File: src/rtl/fsa_pkg.sv
// ----------------------------------------------------------------------------
// fsa_pkg
// Types, codes and constants shared by the funnel step-acceptance core and
// its floating-point unit.
// ----------------------------------------------------------------------------
package fsa_pkg;

    // double bit patterns
    localparam logic [63:0] DBL_ZERO  = 64'h0000_0000_0000_0000;
    localparam logic [63:0] DBL_ONE   = 64'h3FF0_0000_0000_0000;
    localparam logic [63:0] DBL_QNAN  = 64'hFFF8_0000_0000_0000;
    localparam logic [63:0] QUIET_BIT = 64'h0008_0000_0000_0000;

    // internal floating-point datapath
    localparam int NORM_W = 108;
    localparam int EXP_W  = 14;
    localparam int CHUNK_W = 14;

    typedef enum logic [1:0] {
        OP_JUDGE    = 2'd0,
        OP_RESET    = 2'd1,
        OP_RESUME   = 2'd2,
        OP_SET_FULL = 2'd3
    } op_t;

    typedef enum logic [2:0] {
        VERDICT_REJECT   = 3'd0,
        VERDICT_ACCEPT_F = 3'd1,
        VERDICT_ACCEPT_H = 3'd2,
        VERDICT_RESTORE  = 3'd3,
        VERDICT_NOT_INIT = 3'd4,
        VERDICT_BAD_ARG  = 3'd5
    } verdict_t;

    typedef enum logic [3:0] {
        REG_TAU_BAR        = 4'd0,
        REG_KAPPA_BAR      = 4'd1,
        REG_FEAS_EPS       = 4'd2,
        REG_MIN_REJECTIONS = 4'd3,
        REG_SWITCH_DELTA   = 4'd4,
        REG_ARMIJO_SIGMA   = 4'd5,
        REG_SHRINK_BETA    = 4'd6,
        REG_BLEND_KAPPA    = 4'd7
    } reg_index_t;

    typedef enum logic {
        FPU_OP_MUL = 1'b0,
        FPU_OP_ADD = 1'b1
    } fpu_op_t;

    typedef enum logic [2:0] {
        FPU_IDLE,
        FPU_MULT,
        FPU_NORM,
        FPU_DENORM,
        FPU_ROUND
    } fpu_state_t;

    typedef enum logic [3:0] {
        SEQ_IDLE,
        SEQ_DISPATCH,
        SEQ_RST_MUL,
        SEQ_THR1,
        SEQ_THR2,
        SEQ_ARM1,
        SEQ_ARM2,
        SEQ_BETA,
        SEQ_BL1,
        SEQ_BL2,
        SEQ_BL3,
        SEQ_BL4,
        SEQ_EMIT
    } seq_state_t;

    typedef struct packed {
        logic [1:0]  op;
        logic [63:0] obj_old;
        logic [63:0] obj_new;
        logic [63:0] viol_old;
        logic [63:0] viol_new;
        logic [63:0] pred_decrease;
        logic [7:0]  rejection_count;
        logic [63:0] violation_value;
    } in_t;

    typedef struct packed {
        logic [2:0]  verdict;
        logic [63:0] funnel_width;
    } out_t;

    typedef struct packed {
        logic        start;
        fpu_op_t     op;
        logic        sub;
        logic [63:0] a;
        logic [63:0] b;
    } fpu_req_t;

    typedef struct packed {
        logic        done;
        logic        busy;
        logic [63:0] res;
    } fpu_rsp_t;

    function automatic logic fp_is_nan(input logic [63:0] x);
        return (x[62:52] == 11'h7FF) && (x[51:0] != 52'd0);
    endfunction

    function automatic logic fp_finite(input logic [63:0] x);
        return x[62:52] != 11'h7FF;
    endfunction

    // ordered a < b
    function automatic logic fp_lt(input logic [63:0] a, input logic [63:0] b);
        logic both_zero;
        logic r;
        both_zero = (a[62:0] == 63'd0) && (b[62:0] == 63'd0);
        if (fp_is_nan(a) || fp_is_nan(b) || both_zero) begin
            r = 1'b0;
        end else if (a[63] != b[63]) begin
            r = a[63];
        end else if (!a[63]) begin
            r = a[62:0] < b[62:0];
        end else begin
            r = a[62:0] > b[62:0];
        end
        return r;
    endfunction

    // ordered a <= b
    function automatic logic fp_le(input logic [63:0] a, input logic [63:0] b);
        logic eq;
        eq = !fp_is_nan(a) && !fp_is_nan(b) &&
             ((a == b) || ((a[62:0] == 63'd0) && (b[62:0] == 63'd0)));
        return eq || fp_lt(a, b);
    endfunction

endpackage

File: src/rtl/fsa_fpu.sv
// ----------------------------------------------------------------------------
// fsa_fpu
// Shared double-precision multiply / add unit, round to nearest even.
// Mantissa product in four 14-bit slices, then an iterative normalize,
// subnormal shift and a final rounding step.
// ----------------------------------------------------------------------------
module fsa_fpu
    import fsa_pkg::*;
(
    input  logic     aclk,
    input  logic     aresetn,
    input  fpu_req_t req,
    output fpu_rsp_t rsp
);

    localparam logic signed [EXP_W-1:0] BIAS_LSB = EXP_W'(1075);
    localparam logic signed [EXP_W-1:0] EXP_MIN  = -EXP_W'(1074);
    localparam logic signed [EXP_W-1:0] LSB_OFS  = EXP_W'(NORM_W - 53);
    localparam logic signed [EXP_W-1:0] EXP_INF  = EXP_W'(2047);
    localparam int PART_W = 53 + CHUNK_W;

    fpu_state_t                state_reg, state_next;
    logic                      sign_reg, sign_next;
    logic signed [EXP_W-1:0]   exp_reg, exp_next;
    logic [NORM_W-1:0]         norm_reg, norm_next;
    logic [52:0]               ma_reg, ma_next;
    logic [4*CHUNK_W-1:0]      mb_reg, mb_next;
    logic [1:0]                chunk_reg, chunk_next;
    logic [63:0]               res_reg, res_next;
    logic                      done_reg, done_next;

    // operand decode
    logic [63:0] op_a, op_b, b_eff;
    logic a_nan, b_nan, a_inf, b_inf, a_zero, b_zero;
    logic [52:0] ma, mb;
    logic signed [EXP_W-1:0] ea, eb;

    // addition alignment
    logic a_big;
    logic [52:0] mx, my;
    logic signed [EXP_W-1:0] ex, ey, ed;
    logic sx, sy;
    logic [55:0] mx_ext, my_ext, my_sh, my_mask;
    logic my_st;
    logic [56:0] sum;

    // multiply slice
    logic [CHUNK_W-1:0] mb_chunk;
    logic [PART_W-1:0]  part;
    logic [NORM_W-1:0]  part_sh;

    // subnormal shift and rounding
    logic signed [EXP_W-1:0] lsb_exp, need, lsb_r, biased;
    logic [52:0] kept, r53;
    logic [53:0] r54;
    logic guard, sticky, inc;

    always_comb begin
        op_a   = req.a;
        op_b   = req.b;
        b_eff  = {op_b[63] ^ req.sub, op_b[62:0]};
        a_nan  = fp_is_nan(op_a);
        b_nan  = fp_is_nan(op_b);
        a_inf  = (op_a[62:52] == 11'h7FF) && (op_a[51:0] == 52'd0);
        b_inf  = (op_b[62:52] == 11'h7FF) && (op_b[51:0] == 52'd0);
        a_zero = op_a[62:0] == 63'd0;
        b_zero = op_b[62:0] == 63'd0;
        ma     = {op_a[62:52] != 11'd0, op_a[51:0]};
        mb     = {op_b[62:52] != 11'd0, op_b[51:0]};
        ea     = (op_a[62:52] == 11'd0) ? EXP_W'(1) - BIAS_LSB
                                        : $signed({3'b000, op_a[62:52]}) - BIAS_LSB;
        eb     = (op_b[62:52] == 11'd0) ? EXP_W'(1) - BIAS_LSB
                                        : $signed({3'b000, op_b[62:52]}) - BIAS_LSB;

        // larger magnitude first
        a_big  = op_a[62:0] >= b_eff[62:0];
        mx     = a_big ? ma : mb;
        my     = a_big ? mb : ma;
        ex     = a_big ? ea : eb;
        ey     = a_big ? eb : ea;
        sx     = a_big ? op_a[63] : b_eff[63];
        sy     = a_big ? b_eff[63] : op_a[63];
        ed     = ex - ey;
        mx_ext = {mx, 3'b000};
        my_ext = {my, 3'b000};
        if (ed >= EXP_W'(56)) begin
            my_sh   = 56'd0;
            my_mask = '1;
        end else begin
            my_sh   = my_ext >> ed[5:0];
            my_mask = (56'd1 << ed[5:0]) - 56'd1;
        end
        my_st = |(my_ext & my_mask);
        if (sx == sy) begin
            sum = {1'b0, mx_ext} + {1'b0, my_sh | {55'd0, my_st}};
        end else begin
            sum = {1'b0, mx_ext} - {1'b0, my_sh | {55'd0, my_st}};
        end

        mb_chunk = mb_reg[chunk_reg*CHUNK_W +: CHUNK_W];
        part     = ma_reg * mb_chunk;
        part_sh  = {{(NORM_W-PART_W){1'b0}}, part} << (chunk_reg * CHUNK_W);

        lsb_exp = exp_reg + LSB_OFS;
        need    = EXP_MIN - lsb_exp;

        kept   = norm_reg[NORM_W-1 -: 53];
        guard  = norm_reg[NORM_W-54];
        sticky = |norm_reg[NORM_W-55:0];
        inc    = guard & (sticky | kept[0]);
        r54    = {1'b0, kept} + {53'd0, inc};
        if (r54[53]) begin
            r53   = r54[53:1];
            lsb_r = lsb_exp + EXP_W'(1);
        end else begin
            r53   = r54[52:0];
            lsb_r = lsb_exp;
        end
        biased = lsb_r + EXP_W'(52 + 1023);
    end

    always_comb begin
        state_next = state_reg;
        sign_next  = sign_reg;
        exp_next   = exp_reg;
        norm_next  = norm_reg;
        ma_next    = ma_reg;
        mb_next    = mb_reg;
        chunk_next = chunk_reg;
        res_next   = res_reg;
        done_next  = 1'b0;
        case (state_reg)
            FPU_IDLE: begin
                if (req.start) begin
                    if (a_nan) begin
                        res_next  = op_a | QUIET_BIT;
                        done_next = 1'b1;
                    end else if (b_nan) begin
                        res_next  = op_b | QUIET_BIT;
                        done_next = 1'b1;
                    end else if (req.op == FPU_OP_MUL) begin
                        if ((a_inf && b_zero) || (a_zero && b_inf)) begin
                            res_next  = DBL_QNAN;
                            done_next = 1'b1;
                        end else if (a_inf || b_inf) begin
                            res_next  = {op_a[63] ^ op_b[63], 11'h7FF, 52'd0};
                            done_next = 1'b1;
                        end else begin
                            ma_next    = ma;
                            mb_next    = {3'b000, mb};
                            exp_next   = ea + eb;
                            sign_next  = op_a[63] ^ op_b[63];
                            norm_next  = '0;
                            chunk_next = 2'd0;
                            state_next = FPU_MULT;
                        end
                    end else begin
                        if (a_inf && b_inf && (op_a[63] != b_eff[63])) begin
                            res_next  = DBL_QNAN;
                            done_next = 1'b1;
                        end else if (a_inf) begin
                            res_next  = op_a;
                            done_next = 1'b1;
                        end else if (b_inf) begin
                            res_next  = b_eff;
                            done_next = 1'b1;
                        end else if (sum == 57'd0) begin
                            // exact cancellation gives +0 unless both are -0
                            res_next  = {sx & sy, 63'd0};
                            done_next = 1'b1;
                        end else begin
                            norm_next  = {{(NORM_W-57){1'b0}}, sum};
                            exp_next   = ex - EXP_W'(3);
                            sign_next  = sx;
                            state_next = FPU_NORM;
                        end
                    end
                end
            end
            FPU_MULT: begin
                norm_next  = norm_reg + part_sh;
                chunk_next = chunk_reg + 2'd1;
                if (chunk_reg == 2'd3) begin
                    state_next = FPU_NORM;
                end
            end
            FPU_NORM: begin
                if (norm_reg == '0) begin
                    res_next   = {sign_reg, 63'd0};
                    done_next  = 1'b1;
                    state_next = FPU_IDLE;
                end else if (norm_reg[NORM_W-1]) begin
                    state_next = FPU_DENORM;
                end else if (norm_reg[NORM_W-1 -: 16] == 16'd0) begin
                    norm_next = norm_reg << 16;
                    exp_next  = exp_reg - EXP_W'(16);
                end else begin
                    norm_next = norm_reg << 1;
                    exp_next  = exp_reg - EXP_W'(1);
                end
            end
            FPU_DENORM: begin
                if (need <= EXP_W'(0)) begin
                    state_next = FPU_ROUND;
                end else if (need > EXP_W'(NORM_W)) begin
                    // far below the smallest subnormal: only sticky survives
                    norm_next  = {{(NORM_W-1){1'b0}}, 1'b1};
                    exp_next   = EXP_MIN - LSB_OFS;
                    state_next = FPU_ROUND;
                end else begin
                    norm_next = {1'b0, norm_reg[NORM_W-1:1]} |
                                {{(NORM_W-1){1'b0}}, norm_reg[0]};
                    exp_next  = exp_reg + EXP_W'(1);
                end
            end
            FPU_ROUND: begin
                if (!r53[52]) begin
                    res_next = {sign_reg, 11'd0, r53[51:0]};
                end else if (biased >= EXP_INF) begin
                    res_next = {sign_reg, 11'h7FF, 52'd0};
                end else begin
                    res_next = {sign_reg, biased[10:0], r53[51:0]};
                end
                done_next  = 1'b1;
                state_next = FPU_IDLE;
            end
            default: begin
                state_next = FPU_IDLE;
            end
        endcase
    end

    always_ff @(posedge aclk) begin
        if (!aresetn) begin
            state_reg <= FPU_IDLE;
            done_reg  <= 1'b0;
        end else begin
            state_reg <= state_next;
            done_reg  <= done_next;
        end
        sign_reg  <= sign_next;
        exp_reg   <= exp_next;
        norm_reg  <= norm_next;
        ma_reg    <= ma_next;
        mb_reg    <= mb_next;
        chunk_reg <= chunk_next;
        res_reg   <= res_next;
    end

    assign rsp.done = done_reg;
    assign rsp.busy = state_reg != FPU_IDLE;
    assign rsp.res  = res_reg;

endmodule

File: config.mk
export PLATFORM = sky130hd
export DESIGN_NAME = fsa_fpu
export DESIGN_NICKNAME = d
export VERILOG_FILES = /design/src/rtl/fsa_pkg.sv /design/src/rtl/fsa_fpu.sv
export SDC_FILE = /design/constraint.sdc
export NUM_CORES = 2
export LEC_CHECK = 0
export BUFFER_PORTS_ARGS = -buffer_cell sky130_fd_sc_hd__buf_2
export CAP_MARGIN = 40
export CORE_ASPECT_RATIO = 2
export CORE_MARGIN = 3
export CORE_UTILIZATION = 25
export CTS_CLUSTER_DIAMETER = 40
export DETAILED_ROUTE_END_ITERATION = 8
export HOLD_SLACK_MARGIN = 0.06
export PLACE_DENSITY = 0.4
export SLEW_MARGIN = 10
export SYNTH_ARGS = -nofsm -noshare
export SYNTH_HDL_FRONTEND = slang
export SYNTH_SLANG_ARGS = --single-unit
File: constraint.sdc
create_clock -name aclk -period 26.1 [get_ports aclk]
set_input_delay 3.915 -clock aclk [delete_from_list [all_inputs] [get_ports aclk]]
set_output_delay 3.915 -clock aclk [all_outputs]
set_load 0.02 [all_outputs]
# [Yosys cells after proc, flatten, opt, wreduce, memory -nomap -nowiden]
# Index checks and enable logic that the tools add are counted.
[totals] ff_bits=299 latchBits=0 mem_bits_rw=0 romBits=0 in_bits=133 wordCells=228 memories=0
[op_classes] add_sub_neg=18 mul=2 n_div=0 order_cmp=5 eq_ne=36 shifts=4 mux=101 bitwise=13 n_reduce_logical=39
[op_table] cell="108-bit 2-to-1 mux" n=14
[op_table] cell="64-bit 2-to-1 mux" n=11
[op_table] cell="108-bit one-hot mux with 4 select lines" n=1
[op_table] cell="14-bit 2-to-1 mux" n=20
[op_table] cell="64-bit one-hot mux with 3 select lines" n=1
[op_table] cell="53-bit 2-to-1 mux" n=3
[op_table] cell="63-bit logical NOT" n=2
[op_table] cell="63-bit 2-to-1 mux" n=2
[op_table] cell="56-bit 2-to-1 mux" n=2
[op_table] cell="108-bit adder" n=1
[op_table] cell="108-bit logical NOT" n=1
[op_table] cell="67-bit by 6-bit left shift with 108-bit output" n=1
[op_table] cell="107-bit 2-to-1 mux" n=1
[op_table] cell="107-bit by 1-bit bitwise OR with 107-bit output" n=1
[op_table] cell="52-bit logical NOT" n=2
[op_table] cell="52-bit nonzero test" n=2
[op_table] cell="53-bit by 14-bit multiplier with 67-bit output" n=1
[op_table] cell="63-bit greater-or-equal comparator" n=1
[op_table] cell="56-bit by 56-bit adder with 57-bit output" n=1
[op_table] cell="57-bit logical NOT" n=1
[op_table] cell="57-bit 2-to-1 mux" n=1
[op_table] cell="56-bit by 56-bit subtractor with 57-bit output" n=1
[op_table] cell="56-bit bitwise AND" n=1
[op_table] cell="56-bit by 1-bit bitwise OR with 56-bit output" n=1
[op_table] cell="59 further kinds" n=145

# [Longest topological paths before layout]
[depth] ltp_word=22 depth_mapped=66

# [Least setup slack after synthesis]
# No wires, ideal clock.
[synth_path] path_type="input -> register" start="input req[21] in the netlist's numbering" end="register norm_reg[0] (enable)" setup_ps=602 arrival_ps=18249 slack_ps=7249 path_stages=50 n_path_buf=6 cell_sequence="inv_1 > ha_1 > and4_1 > and4bb_1 > a32o_1 > a2111o_1 > a221oi_4 > nand4b_1 > and2_1 > ha_1 > a31o_2 > nor3_2 > or2_1 > buf_4 > buf_6 > buf_2 > clkbuf_1 > clkbuf_1 > [14 not listed] > o2111a_1 > a211oi_1 > o311ai_0 > nand2_1 > o21ai_0 > nand2_1 > a311oi_1 > a211oi_1 > nor2_1 > a21oi_1 > a311oi_1 > xnor2_1 > nand4_1 > nor4b_1 > nand4_2 > nand3_1 > nand2_1 > a21boi_1"
[synth_via] elab_chain_len=14
[synth_rtl] element="start, declared" line_no="fsa_fpu.sv:12" rtl="input fpu_req_t req,"
[synth_rtl] element="63-bit greater-or-equal comparator" line_no="fsa_fpu.sv:76" rtl="a_big = op_a[62:0] >= b_eff[62:0];"
[synth_rtl] element="14-bit 2-to-1 mux (on tied branches)" line_no="fsa_fpu.sv:79, fsa_fpu.sv:80"
[synth_rtl] element="14-bit subtractor" line_no="fsa_fpu.sv:83" rtl="ed = ex - ey;"
[synth_rtl] element="1-bit by 6-bit left shift with 56-bit output" line_no="fsa_fpu.sv:91" rtl="my_mask = (56'd1 << ed[5:0]) - 56'd1;"
[synth_rtl] element="56-bit by 1-bit subtractor with 56-bit output" line_no="fsa_fpu.sv:91"
[synth_rtl] element="56-bit 2-to-1 mux" line_no="fsa_fpu.sv:86" rtl="if (ed >= EXP_W'(56)) begin"
[synth_rtl] element="56-bit bitwise AND" line_no="fsa_fpu.sv:93" rtl="my_st = |(my_ext & my_mask);"
[synth_rtl] element="56-bit OR reduction" line_no="fsa_fpu.sv:93"
[synth_rtl] element="56-bit by 1-bit bitwise OR with 56-bit output" line_no="fsa_fpu.sv:95, fsa_fpu.sv:97"
[synth_rtl] element="56-bit by 56-bit subtractor with 57-bit output or 56-bit by 56-bit adder with 57-bit output (tied branches)" line_no="fsa_fpu.sv:97, fsa_fpu.sv:95"
[synth_rtl] element="57-bit 2-to-1 mux" line_no="fsa_fpu.sv:94" rtl="if (sx == sy) begin"
[synth_rtl] element="57-bit logical NOT" line_no="fsa_fpu.sv:167" rtl="end else if (sum == 57'd0) begin"
[synth_rtl] element="3-bit != test (no line)"
[synth_rtl] element="13-bit AND reduction (no line) *"
[synth_rtl] element="end signal, assigned" line_no="fsa_fpu.sv:243" rtl="norm_reg <= norm_next;"
[synth_rtl] element="end, declared" line_no="fsa_fpu.sv:25" rtl="logic [NORM_W-1:0] norm_reg, norm_next;"
# Mark *: on every way between the ends. The rest lies on a longest branch, timed or not.
# A chain may end at the register's enable or synchronous reset.

# [Final worst setup path]
[layout_path] start="input req[14] in the netlist's numbering" end="register norm_reg[103] (enable)"
# The elaborated chain is that of the path after synthesis.

==> out/results.ini <==
[critical_path]
end_kind=register
path_common_cell=buf_4
crit_type=primary input to register
slowest_stage=a2111oi_0
arrival_ns=18.55
worstPathRequired_ns=26.45
critPathLaunchType=primary input
worst-path-max-fanout=76
cpLargestDelayFamily=compound AO/OA/AOI/OAI gates
cp_num_buf_inv=8
cpPeakStageDelay_ns=0.73

[sta]
relSlewSlack=0.281
fin_tns_setup_ns=0
rsz0062_at_grt=no
hold_viol_final=0
clock.fmax_mhz=54.9
worstMarginPinSlew_ns=1.07
min_period_over_period=0.697
slew_violations=0
skew_ns=0.0757
min_period_ns=18.20
finalSetupViolCount=0

[die]
fp-row-count=265
core_area_um2=261000
die_w_um=368
dieHeight_um=730
die_area_um2=269000
io_pins=199
floorplan.initialDensity=0.252

[final_layout]
final_cell_mix=nand2_1 (1205), a21oi_1 (782), inv_1 (727)
area_growth_pct=11.6
largest_reg_flops=108
mostFrequentLayoutCell=nand2_1
stdcell_area_um2=73100
register_area_um2=8940
multi_input_area_um2=52000
fillCellCount=28800
nets=9528
drive_gt1_frac=0.0931

[clock_tree]
htreeDepth=2
cts-root-buf=clkbuf_16
insertion_delay_ns=0.71
postCtsHoldBufs=0
cts_tree=built
clock_path_buffers=3
cts_made_buffers=57
clock-sinks=299
cts_resized=0
clk_pin_slew_worst_paths_ns=0.06
postCtsSetupBuffers=0

[synth]
postSynth.asyncResetShare=0
synth_area_um2=65600
synth-main-ff-cell=edfxtp_1
syn_avg_cell_area_um2=7.85
yosysSeqAreaShare=0.136
synth_edf_count=295
synth_nets=9533
synthCells=8349
ys_ff_latch=299
ys_types=118
yosys_warnings=0

[place]
dp_hpwl_um=338000
gp_congestion=1.10
io_buffers=198
placedInstanceArea_um2=71100

[min_path]
hold_path.class=register to register

[global_route]
grt_pass1_vias=69600
grt_pass1_wl_um=560000
overflow=0
antenna_found_initial=59
grt_usage=0.298
grt_start_max_net_pins=96

[route]
via_per_inst=5.64
vias=67100
routed_wl_um=412000
dr.pass1.iters=8
drtIter0Drc=5787
ant_nets=0
drc=0
wire_per_inst_um=34.7

[outcome]
outcome=finished clean

[flow_run]
max_cap_viol_count=0

[cell usage after synthesis, types with 16 or more instances]
library cell / n / share of area
nand2_1: 1208 / 0.069
a21oi_1: 783 / 0.060
inv_1: 728 / 0.042
fa_1: 612 / 0.19
nor2_1: 507 / 0.029
o21ai_0: 457 / 0.035
clkbuf_1: 451 / 0.026
ha_1: 439 / 0.084
and2_1: 329 / 0.031
edfxtp_1: 295 / 0.14
mux2i_1: 254 / 0.039
xnor2_1: 224 / 0.030
nand3_1: 180 / 0.014
a21o_1: 172 / 0.020
xor2_1: 123 / 0.016
nor3_1: 119 / 0.0091
nand4_1: 97 / 0.0093
o22ai_1: 91 / 0.0087
and3_1: 89 / 0.0085
nor4_1: 84 / 0.0080
o21bai_1: 75 / 0.0086
nand2b_1: 71 / 0.0068
a31oi_1: 58 / 0.0055
buf_1: 53 / 0.0030
mux2_2: 53 / 0.0091
nor2b_1: 50 / 0.0048
a211oi_1: 49 / 0.0056
o211ai_1: 49 / 0.0056
o21a_1: 43 / 0.0049
o221ai_1: 43 / 0.0057
or3_1: 35 / 0.0033
mux4_2: 32 / 0.011
o31ai_1: 28 / 0.0032
a221oi_1: 26 / 0.0035
buf_2: 24 / 0.0018
or2_2: 23 / 0.0022
a221o_1: 22 / 0.0034
a22oi_1: 21 / 0.0024
and4_1: 18 / 0.0024
a211o_1: 16 / 0.0021
o21ai_1: 16 / 0.0012
[cell type report]
type / instances / area share
multi-input combinational: 6770 / 0.711
sequential: 299 / 0.122
tap: 3471 / 0.0594
timing repair buffer: 479 / 0.0431
inverter: 737 / 0.0378
clock buffer: 66 / 0.0203
clock inverter: 40 / 0.00554
antenna: 31 / 0.00106
[worst reg2reg max path: cells and delay by family (launching register included)]
family / cells / cell delay, ns
xor gates and xnor gates: 1 / 0.22
buffers and inverters: 7 / 1.40
DFF: 1 / 0.44
and+or+nand+nor: 8 / 0.96
AOI/OAI and AO/OA: 33 / 9.42
adders and majority gates: 8 / 3.85
muxes: 2 / 1.19
[stage by stage]
stage / instances / util / hold WS, ns / worst slack, ns
floorplan: 8349 / - / 0.495 / 7.25
global placement: 11700 / 0.271 / 0.556 / 7.10
detailed placement: 11700 / 0.273 / 0.538 / 7.50
CTS: 11900 / 0.280 / 0.557 / 8.12
global route: 11900 / 0.280 / 0.600 / 7.24
finish: 11900 / 0.281 / 0.551 / 7.90
[per-layer routing]
layer | up-vias | part of all wire | GRT usage
li1 | 29000 | - | -
met1 | 33900 | 0.31 | 0.276
met2 | 2990 | 0.51 | 0.546
met3 | 1221 | 0.053 | 0.0459
met4 | 16 | 0.12 | 0.298
met5 | - | 0.00022 | 0
[logic make-up (layout without fill, tap and decap cells)]
kind of cell               Yosys count  in the layout  synth area share
muxes                              339            339            0.0589
buffers and inverters             1280           1322            0.0747
and+or+nand+nor                   2875           2875             0.207
other                                0             31                 0
xor gates and xnor gates           348            348            0.0466
adders and majority gates         1052           1052             0.271
AOI/OAI and AO/OA                 2156           2156             0.206
DFF                                299            299             0.136
[worst paths after layout]
check | start | endpoint | slack [ns] | depth (start not counted)
max reg2reg | chunk_reg[0] | norm_reg[107] | 8.24 | 59
min reg2reg | sign_reg | res_reg[63] | 0.55 | 2
min | sign_reg | res_reg[63] | 0.55 | 2
max | req[14] | norm_reg[103] | 7.90 | 48
Power is not shown: default switching activity piles up to over one toggle a cycle in this logic, so the estimate is an artifact.
